===== src/rtl/tdcc_pkg.sv =====
`default_nettype none
// ----------------------------------------------------------------------------
// tdcc_pkg: shared types and constants for the time-of-day colour clock
// Field widths, operation codes, arithmetic constants and the default
// hour colour table.
// ----------------------------------------------------------------------------
package tdcc_pkg;

	// field widths
	localparam int OP_W      = 2;
	localparam int ELAPSED_W = 16;
	localparam int HOUR_W    = 5;
	localparam int MINUTE_W  = 6;
	localparam int DAYS_W    = 32;
	localparam int INDEX_W   = 5;
	localparam int CH_W      = 8;
	localparam int NUM_CH    = 3;
	localparam int COLOR_W   = CH_W * NUM_CH;
	localparam int ACC_W     = 24;
	localparam int DAY_LEN_W = 16;

	// configuration port
	localparam int PADDR_W = 2;
	localparam int PDATA_W = 32;
	localparam logic [PADDR_W-1:0] REG_DAY_LENGTH = '0;

	// time constants
	localparam int TABLE_ENTRIES     = 25;
	localparam int ELAPSED_FRAC_BITS = 8;
	localparam int MINUTES_PER_HOUR  = 60;
	localparam int HOURS_PER_DAY     = 24;
	localparam int DAY_SCALE         = 100;
	localparam int RESET_DAY_LENGTH  = 900;
	localparam int RESET_HOUR        = 12;

	// minute length in whole units: day_length * 100 / 1440, at most 4551
	localparam int THRESH_W     = 13;
	localparam int RESET_THRESH = RESET_DAY_LENGTH * DAY_SCALE / HOURS_PER_DAY
		/ MINUTES_PER_HOUR;
	// floor(z / 9) = (z * RECIP9) >> RECIP9_SHIFT, exact for z < 65536
	localparam int RECIP9       = 58255;
	localparam int RECIP9_SHIFT = 19;
	// floor(x / 60) = (x * RECIP60) >> RECIP60_SHIFT, exact for x < 23840
	localparam int RECIP60       = 17477;
	localparam int RECIP60_SHIFT = 20;
	localparam int RECIP60_W     = 15;
	// magnitude of (hi - lo) * minute, at most 255 * 59
	localparam int MAG_W = 14;

	typedef enum logic [OP_W-1:0] {
		OP_TICK        = 2'd0,
		OP_SET_TIME    = 2'd1,
		OP_WRITE_ENTRY = 2'd2
	} op_t;

	// default day table: red 23..16, green 15..8, blue 7..0
	localparam logic [COLOR_W-1:0] DEFAULT_COLORS [TABLE_ENTRIES] = '{
		24'h4E5CAF, 24'h5964A9, 24'h606BAE, 24'h6A76BA, 24'h6E76BA,
		24'h7883C6, 24'h98A3E8, 24'hB6BEEE, 24'hD6DAF3, 24'hF4F5FB,
		24'hFFFFFF, 24'hFFFFFF, 24'hF7F8EC, 24'hF7F8E7, 24'hEFF2E1,
		24'hEDEDD2, 24'hE8ECC8, 24'hE8E1BE, 24'hE4C47E, 24'hE5A67E,
		24'hE59E96, 24'h7D7CC8, 24'h766FD8, 24'h645CBE, 24'h525CAF
	};

endpackage
`default_nettype wire


===== src/rtl/tdcc_item_if.sv =====
`default_nettype none
// ----------------------------------------------------------------------------
// tdcc_item_if: input word channel
// Valid/ready handshake carrying one operation word (tick, set time or
// colour table write).
// ----------------------------------------------------------------------------
interface tdcc_item_if import tdcc_pkg::*; ();
	logic                 valid;
	logic                 ready;
	logic [OP_W-1:0]      operation;
	logic [ELAPSED_W-1:0] elapsed;
	logic [HOUR_W-1:0]    set_hour;
	logic [MINUTE_W-1:0]  set_minute;
	logic [DAYS_W-1:0]    set_days;
	logic [INDEX_W-1:0]   entry_index;
	logic [CH_W-1:0]      entry_red;
	logic [CH_W-1:0]      entry_green;
	logic [CH_W-1:0]      entry_blue;

	modport source (
		output valid, operation, elapsed, set_hour, set_minute, set_days,
		       entry_index, entry_red, entry_green, entry_blue,
		input  ready
	);

	modport sink (
		input  valid, operation, elapsed, set_hour, set_minute, set_days,
		       entry_index, entry_red, entry_green, entry_blue,
		output ready
	);
endinterface
`default_nettype wire


===== src/rtl/tdcc_tint_if.sv =====
`default_nettype none
// ----------------------------------------------------------------------------
// tdcc_tint_if: result word channel
// Valid/ready handshake carrying the tint and the time of day.
// ----------------------------------------------------------------------------
interface tdcc_tint_if import tdcc_pkg::*; ();
	logic                valid;
	logic                ready;
	logic [CH_W-1:0]     tint_red;
	logic [CH_W-1:0]     tint_green;
	logic [CH_W-1:0]     tint_blue;
	logic [HOUR_W-1:0]   hour_now;
	logic [MINUTE_W-1:0] minute_now;
	logic [DAYS_W-1:0]   days_passed;

	modport source (
		output valid, tint_red, tint_green, tint_blue, hour_now, minute_now,
		       days_passed,
		input  ready
	);

	modport sink (
		input  valid, tint_red, tint_green, tint_blue, hour_now, minute_now,
		       days_passed,
		output ready
	);
endinterface
`default_nettype wire


===== src/rtl/time_of_day_color_clock.sv =====
`default_nettype none
// ----------------------------------------------------------------------------
// time_of_day_color_clock: simulated clock with interpolated ambient tint
// Keeps minutes, hours and days, advanced by tick words, and answers every
// word with the tint blended between the colours of this hour and the next.
// ----------------------------------------------------------------------------
// One word is accepted per clock while the output is not stalled, and every
// word gives exactly one result word: the colour table is read into a
// register at the accepting edge (two read ports, at the hour and the hour
// after), then the colour difference is multiplied by the minute, the
// reciprocal multiply divides by sixty, and the output register is loaded.
// The time of day is updated at the edge that accepts the word, so a word may
// follow in the next cycle. The colour table comes out of reset holding the
// default day table at once; no clearing pass is needed. day_length is set
// over the APB port at byte address 0 and takes effect for the next word.
// ----------------------------------------------------------------------------
module time_of_day_color_clock import tdcc_pkg::*; (
	input  wire logic               clk,
	input  wire logic               arst_n,
	input  wire logic               psel,
	input  wire logic               penable,
	input  wire logic               pwrite,
	input  wire logic [PADDR_W-1:0] paddr,
	input  wire logic [PDATA_W-1:0] pwdata,
	output logic      [PDATA_W-1:0] prdata,
	output logic                    pready,
	tdcc_item_if.sink               item_in,
	tdcc_tint_if.source             tint_out
);

	localparam int SHIFT_W = THRESH_W + ELAPSED_FRAC_BITS;
	localparam int CMP_W   = (SHIFT_W > ACC_W) ? SHIFT_W : ACC_W;

	// ------------------------------------------------------------------
	// configuration
	// ------------------------------------------------------------------
	logic [DAY_LEN_W-1:0]  day_length_q;
	logic [THRESH_W-1:0]   thresh_q;
	logic                  cfg_wr;
	logic [DAY_LEN_W+2:0]  cfg_times5;
	logic [DAY_LEN_W-1:0]  cfg_div8;
	logic [2*DAY_LEN_W-1:0] cfg_prod;

	assign pready = 1'b1;
	assign cfg_wr = psel && penable && pwrite && pready && (paddr == REG_DAY_LENGTH);

	// minute length = floor(floor(day_length * 5 / 8) / 9)
	assign cfg_times5 = ({3'b000, pwdata[DAY_LEN_W-1:0]} << 2)
		+ {3'b000, pwdata[DAY_LEN_W-1:0]};
	assign cfg_div8   = cfg_times5[DAY_LEN_W+2:3];
	assign cfg_prod   = cfg_div8 * DAY_LEN_W'(RECIP9);

	always_ff @(posedge clk or negedge arst_n) begin
		if (!arst_n) begin
			day_length_q <= DAY_LEN_W'(RESET_DAY_LENGTH);
			thresh_q     <= THRESH_W'(RESET_THRESH);
		end else if (cfg_wr) begin
			day_length_q <= pwdata[DAY_LEN_W-1:0];
			thresh_q     <= cfg_prod[RECIP9_SHIFT +: THRESH_W];
		end
	end

	assign prdata = (paddr == REG_DAY_LENGTH) ?
		{{(PDATA_W-DAY_LEN_W){1'b0}}, day_length_q} : '0;

	// ------------------------------------------------------------------
	// pipeline flow: each stage moves on when the one below has room
	// ------------------------------------------------------------------
	logic v_s1, v_s2, v_s3, out_valid_q;
	logic take1, take2, take3, free1, free2, free3, out_free;
	logic accept;

	assign out_free = !out_valid_q || tint_out.ready;
	assign take3    = v_s3 && out_free;
	assign free3    = !v_s3 || take3;
	assign take2    = v_s2 && free3;
	assign free2    = !v_s2 || take2;
	assign take1    = v_s1 && free2;
	assign free1    = !v_s1 || take1;

	assign item_in.ready = free1;
	assign accept        = item_in.valid && free1;

	always_ff @(posedge clk or negedge arst_n) begin
		if (!arst_n) begin
			v_s1        <= 1'b0;
			v_s2        <= 1'b0;
			v_s3        <= 1'b0;
			out_valid_q <= 1'b0;
		end else begin
			if (accept)
				v_s1 <= 1'b1;
			else if (take1)
				v_s1 <= 1'b0;
			if (take1)
				v_s2 <= 1'b1;
			else if (take2)
				v_s2 <= 1'b0;
			if (take2)
				v_s3 <= 1'b1;
			else if (take3)
				v_s3 <= 1'b0;
			if (take3)
				out_valid_q <= 1'b1;
			else if (tint_out.ready)
				out_valid_q <= 1'b0;
		end
	end

	// ------------------------------------------------------------------
	// time of day, updated at the accepting edge
	// ------------------------------------------------------------------
	logic [ACC_W-1:0]    acc_q, acc_n;
	logic [MINUTE_W-1:0] minute_count_q, minute_n;
	logic [HOUR_W-1:0]   hour_count_q, hour_n;
	logic [DAYS_W-1:0]   day_count_q, days_n;
	logic [ACC_W:0]      acc_sum;
	logic [ACC_W-1:0]    acc_sat;
	logic [CMP_W-1:0]    thresh_cmp;
	logic                minute_up;
	logic                wr_en;
	logic [COLOR_W-1:0]  wr_data;

	assign acc_sum    = {1'b0, acc_q} + {{(ACC_W+1-ELAPSED_W){1'b0}}, item_in.elapsed};
	assign acc_sat    = acc_sum[ACC_W] ? '1 : acc_sum[ACC_W-1:0];
	assign thresh_cmp = CMP_W'(thresh_q) << ELAPSED_FRAC_BITS;
	assign minute_up  = CMP_W'(acc_sat) > thresh_cmp;
	assign wr_data    = {item_in.entry_red, item_in.entry_green, item_in.entry_blue};

	always_comb begin
		acc_n    = acc_q;
		minute_n = minute_count_q;
		hour_n   = hour_count_q;
		days_n   = day_count_q;
		wr_en    = 1'b0;
		case (item_in.operation)
			OP_TICK: begin
				if (day_length_q != '0) begin
					acc_n = acc_sat;
					if (minute_up) begin
						acc_n = '0;
						if (minute_count_q == MINUTE_W'(MINUTES_PER_HOUR - 1)) begin
							minute_n = '0;
							if (hour_count_q == HOUR_W'(HOURS_PER_DAY - 1)) begin
								hour_n = '0;
								days_n = day_count_q + DAYS_W'(1);
							end else begin
								hour_n = hour_count_q + HOUR_W'(1);
							end
						end else begin
							minute_n = minute_count_q + MINUTE_W'(1);
						end
					end
				end
			end
			OP_SET_TIME: begin
				// out-of-range hour wraps once, out-of-range minute clamps
				hour_n = (item_in.set_hour >= HOUR_W'(HOURS_PER_DAY)) ?
					item_in.set_hour - HOUR_W'(HOURS_PER_DAY) : item_in.set_hour;
				minute_n = (item_in.set_minute >= MINUTE_W'(MINUTES_PER_HOUR)) ?
					MINUTE_W'(MINUTES_PER_HOUR - 1) : item_in.set_minute;
				days_n = item_in.set_days;
				acc_n  = '0;
			end
			OP_WRITE_ENTRY: begin
				wr_en = accept && (item_in.entry_index < INDEX_W'(TABLE_ENTRIES));
			end
			default: begin
			end
		endcase
	end

	always_ff @(posedge clk or negedge arst_n) begin
		if (!arst_n) begin
			acc_q          <= '0;
			minute_count_q <= '0;
			hour_count_q   <= HOUR_W'(RESET_HOUR);
			day_count_q    <= '0;
		end else if (accept) begin
			acc_q          <= acc_n;
			minute_count_q <= minute_n;
			hour_count_q   <= hour_n;
			day_count_q    <= days_n;
		end
	end

	// ------------------------------------------------------------------
	// colour table: one write port, two registered read ports
	// entries never written read as the default table
	// ------------------------------------------------------------------
	logic [COLOR_W-1:0]       color_mem [TABLE_ENTRIES];
	logic [TABLE_ENTRIES-1:0] written_q;
	logic [INDEX_W-1:0]       addr_lo, addr_hi;

	assign addr_lo = hour_n;
	assign addr_hi = hour_n + INDEX_W'(1);

	always_ff @(posedge clk or negedge arst_n) begin
		if (!arst_n)
			written_q <= '0;
		else if (wr_en)
			written_q[item_in.entry_index] <= 1'b1;
	end

	logic [COLOR_W-1:0]  rd_lo_s1, rd_hi_s1, wdata_s1;
	logic                fwd_lo_s1, fwd_hi_s1, valid_lo_s1, valid_hi_s1;
	logic [INDEX_W-1:0]  addr_lo_s1, addr_hi_s1;
	logic [MINUTE_W-1:0] minute_s1;
	logic [HOUR_W-1:0]   hour_s1;
	logic [DAYS_W-1:0]   days_s1;

	always_ff @(posedge clk) begin
		if (wr_en)
			color_mem[item_in.entry_index] <= wr_data;
		if (accept) begin
			rd_lo_s1    <= color_mem[addr_lo];
			rd_hi_s1    <= color_mem[addr_hi];
			// a write in the same cycle is forwarded past the array
			fwd_lo_s1   <= wr_en && (item_in.entry_index == addr_lo);
			fwd_hi_s1   <= wr_en && (item_in.entry_index == addr_hi);
			valid_lo_s1 <= written_q[addr_lo];
			valid_hi_s1 <= written_q[addr_hi];
			wdata_s1    <= wr_data;
			addr_lo_s1  <= addr_lo;
			addr_hi_s1  <= addr_hi;
			minute_s1   <= minute_n;
			hour_s1     <= hour_n;
			days_s1     <= days_n;
		end
	end

	// ------------------------------------------------------------------
	// stage 1: resolve endpoints, difference times minute
	// ------------------------------------------------------------------
	logic [COLOR_W-1:0]  lo_word, hi_word;

	assign lo_word = fwd_lo_s1 ? wdata_s1 :
		(valid_lo_s1 ? rd_lo_s1 : DEFAULT_COLORS[addr_lo_s1]);
	assign hi_word = fwd_hi_s1 ? wdata_s1 :
		(valid_hi_s1 ? rd_hi_s1 : DEFAULT_COLORS[addr_hi_s1]);

	logic [MAG_W-1:0]    mag_s2 [NUM_CH];
	logic                neg_s2 [NUM_CH];
	logic [CH_W-1:0]     lo_s2  [NUM_CH];
	logic [CH_W-1:0]     q_s3   [NUM_CH];
	logic                neg_s3 [NUM_CH];
	logic [CH_W-1:0]     lo_s3  [NUM_CH];
	logic [CH_W-1:0]     tint_q [NUM_CH];

	logic [MINUTE_W-1:0] minute_s2, minute_s3, out_minute_q;
	logic [HOUR_W-1:0]   hour_s2, hour_s3, out_hour_q;
	logic [DAYS_W-1:0]   days_s2, days_s3, out_days_q;

	// lane 0 red, lane 1 green, lane 2 blue
	for (genvar c = 0; c < NUM_CH; c++) begin : g_lane
		logic [CH_W-1:0]                  lo_ch, hi_ch;
		logic signed [CH_W:0]             diff;
		logic signed [CH_W+MINUTE_W+1:0]  prod;
		logic [CH_W+MINUTE_W+1:0]         prod_abs;
		logic [MAG_W+RECIP60_W-1:0]       quot;

		assign lo_ch    = lo_word[CH_W*(NUM_CH-1-c) +: CH_W];
		assign hi_ch    = hi_word[CH_W*(NUM_CH-1-c) +: CH_W];
		assign diff     = $signed({1'b0, hi_ch}) - $signed({1'b0, lo_ch});
		assign prod     = diff * $signed({1'b0, minute_s1});
		assign prod_abs = prod[CH_W+MINUTE_W+1] ? -prod : prod;

		// stage 2: divide the magnitude by sixty through the reciprocal
		assign quot = mag_s2[c] * RECIP60_W'(RECIP60);

		always_ff @(posedge clk) begin
			if (take1) begin
				mag_s2[c] <= prod_abs[MAG_W-1:0];
				neg_s2[c] <= prod[CH_W+MINUTE_W+1];
				lo_s2[c]  <= lo_ch;
			end
			if (take2) begin
				q_s3[c]   <= quot[RECIP60_SHIFT +: CH_W];
				neg_s3[c] <= neg_s2[c];
				lo_s3[c]  <= lo_s2[c];
			end
			// stage 3: quotient rounded toward zero, added back to the base
			if (take3)
				tint_q[c] <= neg_s3[c] ? lo_s3[c] - q_s3[c] : lo_s3[c] + q_s3[c];
		end
	end

	// time of day travels alongside the colour lanes
	always_ff @(posedge clk) begin
		if (take1) begin
			minute_s2 <= minute_s1;
			hour_s2   <= hour_s1;
			days_s2   <= days_s1;
		end
		if (take2) begin
			minute_s3 <= minute_s2;
			hour_s3   <= hour_s2;
			days_s3   <= days_s2;
		end
		if (take3) begin
			out_minute_q <= minute_s3;
			out_hour_q   <= hour_s3;
			out_days_q   <= days_s3;
		end
	end

	// ------------------------------------------------------------------
	// result word
	// ------------------------------------------------------------------
	assign tint_out.valid       = out_valid_q;
	assign tint_out.tint_red    = tint_q[0];
	assign tint_out.tint_green  = tint_q[1];
	assign tint_out.tint_blue   = tint_q[2];
	assign tint_out.hour_now    = out_hour_q;
	assign tint_out.minute_now  = out_minute_q;
	assign tint_out.days_passed = out_days_q;

	// ------------------------------------------------------------------
	// assertions
	// ------------------------------------------------------------------
	a_time_in_range: assert property (@(posedge clk) disable iff (!arst_n)
		accept |=> (minute_count_q < MINUTE_W'(MINUTES_PER_HOUR))
			&& (hour_count_q < HOUR_W'(HOURS_PER_DAY)))
		else $error("time of day out of range after a word");

	a_frozen: assert property (@(posedge clk) disable iff (!arst_n)
		(accept && (item_in.operation == OP_TICK) && (day_length_q == '0))
			|=> ($stable(acc_q) && $stable(minute_count_q) && $stable(hour_count_q)))
		else $error("tick changed the time while day_length is zero");

	a_entry_marked: assert property (@(posedge clk) disable iff (!arst_n)
		wr_en |=> written_q[$past(item_in.entry_index)])
		else $error("written table entry not marked");

	a_stage_loaded: assert property (@(posedge clk) disable iff (!arst_n)
		accept |=> v_s1)
		else $error("accepted word lost at the table read stage");

	a_result_flows: assert property (@(posedge clk) disable iff (!arst_n)
		take3 |=> out_valid_q)
		else $error("result word not presented after the last stage");

endmodule
`default_nettype wire


===== src/flat_wrapper.sv =====
// flat-port wrapper written by rule: the top's interface ports become plain ports
module time_of_day_color_clock_flat import tdcc_pkg::*;
  (clk, arst_n, psel, penable, pwrite, paddr, pwdata, prdata, pready, item_in_valid, item_in_operation, item_in_elapsed, item_in_set_hour, item_in_set_minute, item_in_set_days, item_in_entry_index, item_in_entry_red, item_in_entry_green, item_in_entry_blue, item_in_ready, tint_out_valid, tint_out_tint_red, tint_out_tint_green, tint_out_tint_blue, tint_out_hour_now, tint_out_minute_now, tint_out_days_passed, tint_out_ready);
  tdcc_item_if item_in_i ();
  tdcc_tint_if tint_out_i ();
  input  wire logic clk;
  input  wire logic arst_n;
  input  wire logic psel;
  input  wire logic penable;
  input  wire logic pwrite;
  input  wire logic [PADDR_W-1:0] paddr;
  input  wire logic [PDATA_W-1:0] pwdata;
  output logic      [PDATA_W-1:0] prdata;
  output logic pready;
  input wire logic [$bits(item_in_i.valid)-1:0] item_in_valid;
  input wire logic [$bits(item_in_i.operation)-1:0] item_in_operation;
  input wire logic [$bits(item_in_i.elapsed)-1:0] item_in_elapsed;
  input wire logic [$bits(item_in_i.set_hour)-1:0] item_in_set_hour;
  input wire logic [$bits(item_in_i.set_minute)-1:0] item_in_set_minute;
  input wire logic [$bits(item_in_i.set_days)-1:0] item_in_set_days;
  input wire logic [$bits(item_in_i.entry_index)-1:0] item_in_entry_index;
  input wire logic [$bits(item_in_i.entry_red)-1:0] item_in_entry_red;
  input wire logic [$bits(item_in_i.entry_green)-1:0] item_in_entry_green;
  input wire logic [$bits(item_in_i.entry_blue)-1:0] item_in_entry_blue;
  output wire logic [$bits(item_in_i.ready)-1:0] item_in_ready;
  output wire logic [$bits(tint_out_i.valid)-1:0] tint_out_valid;
  output wire logic [$bits(tint_out_i.tint_red)-1:0] tint_out_tint_red;
  output wire logic [$bits(tint_out_i.tint_green)-1:0] tint_out_tint_green;
  output wire logic [$bits(tint_out_i.tint_blue)-1:0] tint_out_tint_blue;
  output wire logic [$bits(tint_out_i.hour_now)-1:0] tint_out_hour_now;
  output wire logic [$bits(tint_out_i.minute_now)-1:0] tint_out_minute_now;
  output wire logic [$bits(tint_out_i.days_passed)-1:0] tint_out_days_passed;
  input wire logic [$bits(tint_out_i.ready)-1:0] tint_out_ready;
  assign item_in_i.valid = item_in_valid;
  assign item_in_i.operation = item_in_operation;
  assign item_in_i.elapsed = item_in_elapsed;
  assign item_in_i.set_hour = item_in_set_hour;
  assign item_in_i.set_minute = item_in_set_minute;
  assign item_in_i.set_days = item_in_set_days;
  assign item_in_i.entry_index = item_in_entry_index;
  assign item_in_i.entry_red = item_in_entry_red;
  assign item_in_i.entry_green = item_in_entry_green;
  assign item_in_i.entry_blue = item_in_entry_blue;
  assign item_in_ready = item_in_i.ready;
  assign tint_out_valid = tint_out_i.valid;
  assign tint_out_tint_red = tint_out_i.tint_red;
  assign tint_out_tint_green = tint_out_i.tint_green;
  assign tint_out_tint_blue = tint_out_i.tint_blue;
  assign tint_out_hour_now = tint_out_i.hour_now;
  assign tint_out_minute_now = tint_out_i.minute_now;
  assign tint_out_days_passed = tint_out_i.days_passed;
  assign tint_out_i.ready = tint_out_ready;
  time_of_day_color_clock u_core (.clk(clk), .arst_n(arst_n), .psel(psel), .penable(penable), .pwrite(pwrite), .paddr(paddr), .pwdata(pwdata), .prdata(prdata), .pready(pready), .item_in(item_in_i), .tint_out(tint_out_i));
endmodule

===== config.mk =====
export PLATFORM = sky130hd
export DESIGN_NAME = time_of_day_color_clock_flat
export DESIGN_NICKNAME = d
export VERILOG_FILES = /design/src/rtl/tdcc_pkg.sv /design/src/rtl/tdcc_item_if.sv /design/src/rtl/tdcc_tint_if.sv /design/src/rtl/time_of_day_color_clock.sv /design/src/flat_wrapper.sv
export SDC_FILE = /design/constraint.sdc
export NUM_CORES = 2
export LEC_CHECK = 0
export ABC_AREA = 1
export BUFFER_PORTS_ARGS = -buffer_cell sky130_fd_sc_hd__buf_2
export CELL_PAD_IN_SITES_DETAIL_PLACEMENT = 1
export CELL_PAD_IN_SITES_GLOBAL_PLACEMENT = 1
export CORE_MARGIN = 2
export CORE_UTILIZATION = 52
export CTS_CLUSTER_SIZE = 10
export DETAILED_ROUTE_END_ITERATION = 8
export PLACE_DENSITY_LB_ADDON = 0.12
export RECOVER_POWER = 50
export SYNTH_ARGS = -nofsm -noshare
export SYNTH_HDL_FRONTEND = slang
export SYNTH_SLANG_ARGS = --single-unit

===== constraint.sdc =====
create_clock -name clk -period 17.4 [get_ports clk]
set_clock_uncertainty 0.1 [all_clocks]
set_input_delay 0.87 -clock clk [delete_from_list [all_inputs] [get_ports clk]]
set_output_delay 0.87 -clock clk [all_outputs]
set_load 0.005 [all_outputs]

After elaboration in Yosys (flattened, before gate mapping)
Memory sizes are Yosys's and may differ from the RTL's. A register that Yosys moved wholly into a read port is not among the register bits. Index checks and enable logic that the tools add are counted. W data, S select, Z words.

Bits in registers: 330. ROM bits: 1536. Output and inout bits: 102. Memories kept: 10. Bits in writable memories: 744. Logic and storage cells: 171.

Memories: (no name shown) (words 32, width 24, rd ports 1, clocked after memory_dff 0, write ports 0, line time_of_day_color_clock.sv:238) `(valid_lo_s1 ? rd_lo_s1 : DEFAULT_COLORS[addr_lo_s1]);`; (no name shown) (words 32, width 24, rd ports 1, clocked after memory_dff 0, write ports 0, line time_of_day_color_clock.sv:240) `(valid_hi_s1 ? rd_hi_s1 : DEFAULT_COLORS[addr_hi_s1]);`; u_core.color_mem (words 25, width 24, rd ports 2, clocked after memory_dff 2, write ports 1, line time_of_day_color_clock.sv:191) `logic [COLOR_W-1:0] color_mem [TABLE_ENTRIES];`; u_core.mag_s2 (words 3, width 14, rd ports 3, clocked after memory_dff 0, write ports 3, line time_of_day_color_clock.sv:242) `logic [MAG_W-1:0] mag_s2 [NUM_CH];`; u_core.lo_s2 (words 3, width 8, rd ports 3, clocked after memory_dff 0, write ports 3, line time_of_day_color_clock.sv:244) `logic [CH_W-1:0] lo_s2 [NUM_CH];`; u_core.lo_s3 (words 3, width 8, rd ports 3, clocked after memory_dff 0, write ports 3, line time_of_day_color_clock.sv:247) `logic [CH_W-1:0] lo_s3 [NUM_CH];`; 4 more memories.

Equality and inequality tests: 7. Magnitude comparators: 10. Reductions and logical operators: 28. Multipliers: 7. Bitwise operators: 3. $add $sub $neg: 19. Muxes and demuxes: 58.

Operator list (count): $mux W24 (11); $mux W32 (4); $mul A14 B15 Y28 const B (3); $pmux W32 S2 (1); $mul A9 B7 Y16 (3); $pmux W24 S2 (1); $mux W14 (3); $neg A14 Y14 (3); $add A32 B1 Y32 const B (1); $mul A16 B16 Y32 const B (1); $sub A8 B8 Y9 (3); $add A24 B16 Y25 (1); $mux W5 (5); $or A25 B25 Y25 (1); $add A8 B8 Y8 (3); $gt A24 B21 Y1 (1); $mux W6 (4); $mux W8 (3); $sub A8 B8 Y8 (3); $mux W1 (20); $add A18 B16 Y19 (1); $ge A6 B6 Y1 const B (3); $lt A5 B6 Y1 const B (3); $mux W16 (1); other kinds (24) (49).

Depth between registers and ports, before layout
Depth in word-level cells: 13. Depth in mapped cells: 43. Gate-level depth less buffers: 43.

Worst setup path before layout
OpenSTA, ideal clock, no wires.

Path kind: register to register. From: register u_core.addr_lo_s1[1]. To: memory u_core.mag_s2[2][12], in the netlist u_core.mag_s2[0][40], data pin. Setup time: 0.254 ns. Required time: 17.046 ns. Path buffers: 0. Arrival: 7.515 ns. Stages on the path, launching flop included: 41. Slack: 9.531 ns. Cell sequence: edfxtp_1 > inv_1 > ha_1 > nor2_1 > nand2_1 > a22oi_1 > nand2_1 > o21ai_0 > a21oi_1 > ha_1 > fa_1 > nand3b_1 > and2_1 > or2_2 > nand2_1 > nor2_1 > fa_1 > inv_1 > (+5 left out) > inv_1 > ha_1 > nand2_1 > o21ai_0 > nor2_1 > o21ai_0 > a21oi_1 > o21ai_0 > nand3_1 > nand2_1 > a21o_1 > a21oi_1 > or2_2 > nand2_2 > clkinv_1 > o21ai_0 > xnor2_1 > inv_1.

RTL lines: from (decl) (line time_of_day_color_clock.sv:207) `logic [INDEX_W-1:0] addr_lo_s1, addr_hi_s1;`; from (signal assigned) (line time_of_day_color_clock.sv:224) `addr_lo_s1 <= addr_lo;`; to (decl) (line time_of_day_color_clock.sv:242).

==> impl_metrics.env <==
export IMPL_outcome="finished, violations left"
export IMPL_violations="capacitance limit, slew limit"
export IMPL_fmax_mhz=94.7
export IMPL_clk_pin_slew_worst_paths_ps=60
export IMPL_synth_area_leaders="edfxtp_1 (39%), nand3_1 (10%), nand2_1 (9.9%), ha_1 (9.5%), inv_1 (6.9%)"
export IMPL_dieWidth_um=388
export IMPL_ys_ff_latch=1122
export IMPL_period_share_pct=60.7
export IMPL_h_tree_depth=4
export IMPL_crit_path_max_fanout=26
export IMPL_fin_cells=10900
export IMPL_hold_path_class="input pin to flip-flop"
export IMPL_netlist_area_leader_share_pct=39.0
export IMPL_cp_start_kind="flip-flop"
export IMPL_synthArstFlopShare_pct=11.1
export IMPL_ys_warn_count=0
export IMPL_post_cts_buffers=0
export IMPL_required_ps=17840
export IMPL_track_usage_pct=33.4
export IMPL_yosysUniqueCellTypes=60
export IMPL_synth_edf_count=997
export IMPL_synth_common_cells="nand2_1 (2027), nand3_1 (1532), inv_1 (1418), edfxtp_1 (997), ha_1 (585)"
export IMPL_die_area_mm2=0.151
export IMPL_drt_total_wl_um=254000
export IMPL_fillCellCount=17300
export IMPL_hold_slack_ps=244
export IMPL_maxCapViolations=22
export IMPL_critical_path_class="flip-flop to flip-flop"
export IMPL_coreArea_mm2=0.147
export IMPL_final_util_pct=56.6
export IMPL_grt_pass1_wl_um=390000
export IMPL_netlist_area_mm2=0.0768
export IMPL_yosys_area_top_type="edfxtp_1"
export IMPL_report_final_slew_viol_count=702
export IMPL_viasPerCell=5.83
export IMPL_place_hpwl_um=170000
export IMPL_dr_pass1_iters=5
export IMPL_synthToLayoutAreaGrowth_pct=8.39
export IMPL_gp_congestion=0.937
export IMPL_slowest_delay_ps=1160
export IMPL_cpLargestDelayFamily="buffers and inverters"
export IMPL_drc_errors=0
export IMPL_grt_pass1_vias=67900
export IMPL_endpoint_kind="flip-flop"
export IMPL_wire_per_inst_um=23.2
export IMPL_ys_seq_area_share_pct=43.1
export IMPL_vias=63800
export IMPL_cts_root_buf="clkbuf_16"
export IMPL_cts_resized=0
export IMPL_max_clock_path_buffers=3
export IMPL_cts_sinks=1122
export IMPL_finalHoldViolCount=0
export IMPL_portBuffers=199
export IMPL_arrival_ps=11000
export IMPL_grt_max_degree=232
export IMPL_dp_cells=10700
export IMPL_grt_overflow_total=0
export IMPL_antenna_found_initial=16
export IMPL_io_pins=233
export IMPL_min_period_ps=10560
export IMPL_clock_latency_ps=790
export IMPL_regArea_mm2=0.0331
export IMPL_cpMaxStageDelayCell="clkbuf_1"
export IMPL_cts_tree="yes"
export IMPL_rsz0062_at_grt="false"
export IMPL_layout_nets=9876
export IMPL_setup_viol=0
export IMPL_synthFlopType="edfxtp_1"
export IMPL_syn_inst=8889
export IMPL_postCtsHoldBufs=1
export IMPL_start_util_pct=52.2
export IMPL_multi_input_area_mm2=0.0365
export IMPL_yosysMostFrequentCell="nand2_1"
export IMPL_worst_pin_slew_ps=4460
export IMPL_fin_setup_tns_ps=0
export IMPL_die_y_um=388
export IMPL_relSlewSlack_pct=-197
export IMPL_rows=141
export IMPL_path_buf_inv=9
export IMPL_drive_above_1_share_pct=5.60
export IMPL_detail_route_iter0_violations=5017
export IMPL_ant_nets=0
export IMPL_avgSynthCellArea_um2=8.64
export IMPL_cp_common_cell="inv_1"
export IMPL_cts_buffers=139
[cell type report]
class                   instances  share of cell area (%)
diodes                          7                  0.0210
clock buffers                 202                    4.61
clock inverters                33                   0.461
inverters                    1439                    6.52
multi-input cells            5920                    43.9
flip-flops and latches       1122                    39.7
well taps                    1930                    2.90
repair buffers                283                    1.85
[metrics by stage]
step | instance area (um2) | setup slack (ps)
finish | 83200 | 6840
detailed placement | 79100 | 6890
global placement | 79100 | 7140
CTS | 83300 | 7400
global route | 83200 | 6230
floorplan | 76900 | 9530
[flip-flops by register name, indices dropped and copies added (netlist names), 25 cells and up]
name / flops
u_core.day_count_q: 32
u_core.color_mem: 600
u_core.days_s1: 32
u_core.tint_out.days_passed: 32
u_core.days_s3: 32
u_core.written_q: 25
u_core.mag_s2: 42
u_core.days_s2: 32
[worst min-delay path: cells and delay by family]
kind | cells | cell delay (ps)
AOI/OAI and AO/OA | 1 | 60
and+or+nand+nor | 1 | 50
buffers and inverters | 1 | 100
[cell usage in the layout (no fill, tap or decap), types with 12 or more instances in the layout]
cell       count
a21oi_1      227
a22oi_1       28
a31oi_1       17
buf_2        128
buf_4         75
clkbuf_1     129
clkbuf_16    141
clkinv_1      16
conb_1        17
dfrtp_1      114
edfxtp_1     997
fa_1         255
ha_1         584
inv_1       1415
nand2_1     2027
nand2_2       13
nand3_1     1532
nand4_1       35
nor2_1       396
nor2_2        12
nor2_4        23
nor3_1        52
o211ai_1      31
o21ai_0      278
o21bai_1      15
o221ai_1      16
o22ai_1       18
or2_2         26
xnor2_1       53
xor2_1       155
[logic make-up (layout without fill, tap and decap cells)]
kind of cell	after synthesis	in the layout	share of synthesized area, %
compound gates	689	689	5.08
xor+xnor	210	210	2.43
fa+ha+maj	840	840	16.2
buf+inv	1862	1957	9.73
flops	1122	1122	43.1
other cells	2	24	0.00978
simple gates	4164	4164	23.5
[metal layers]
layer	part of all wire, %	global-route usage (%)
met1	41	42.4
met3	6.0	4.35
met2	49	57.3
met5	0.039	0
met4	4.3	14.3
[final timing paths]
check | startpoint | to | slack (ps) | cells after the start
max | u_core.valid_lo_s1 | u_core.mag_s2[0][40] | 6840 | 37
max in group asynchronous | arst_n | u_core.written_q[13] | 9570 | 3
min in group asynchronous | arst_n | u_core.tint_out.valid | 1880 | 2
max reg2reg | u_core.valid_lo_s1 | u_core.mag_s2[0][40] | 6840 | 37
min reg2reg | u_core.days_s2[2] | u_core.days_s3[2] | 310 | 0
min | pwdata[0] | u_core.day_length_q[0] | 240 | 3
Power is left out: the tool's default activity adds up to more than one toggle a clock period on the data nets, which glitch-free logic cannot reach.
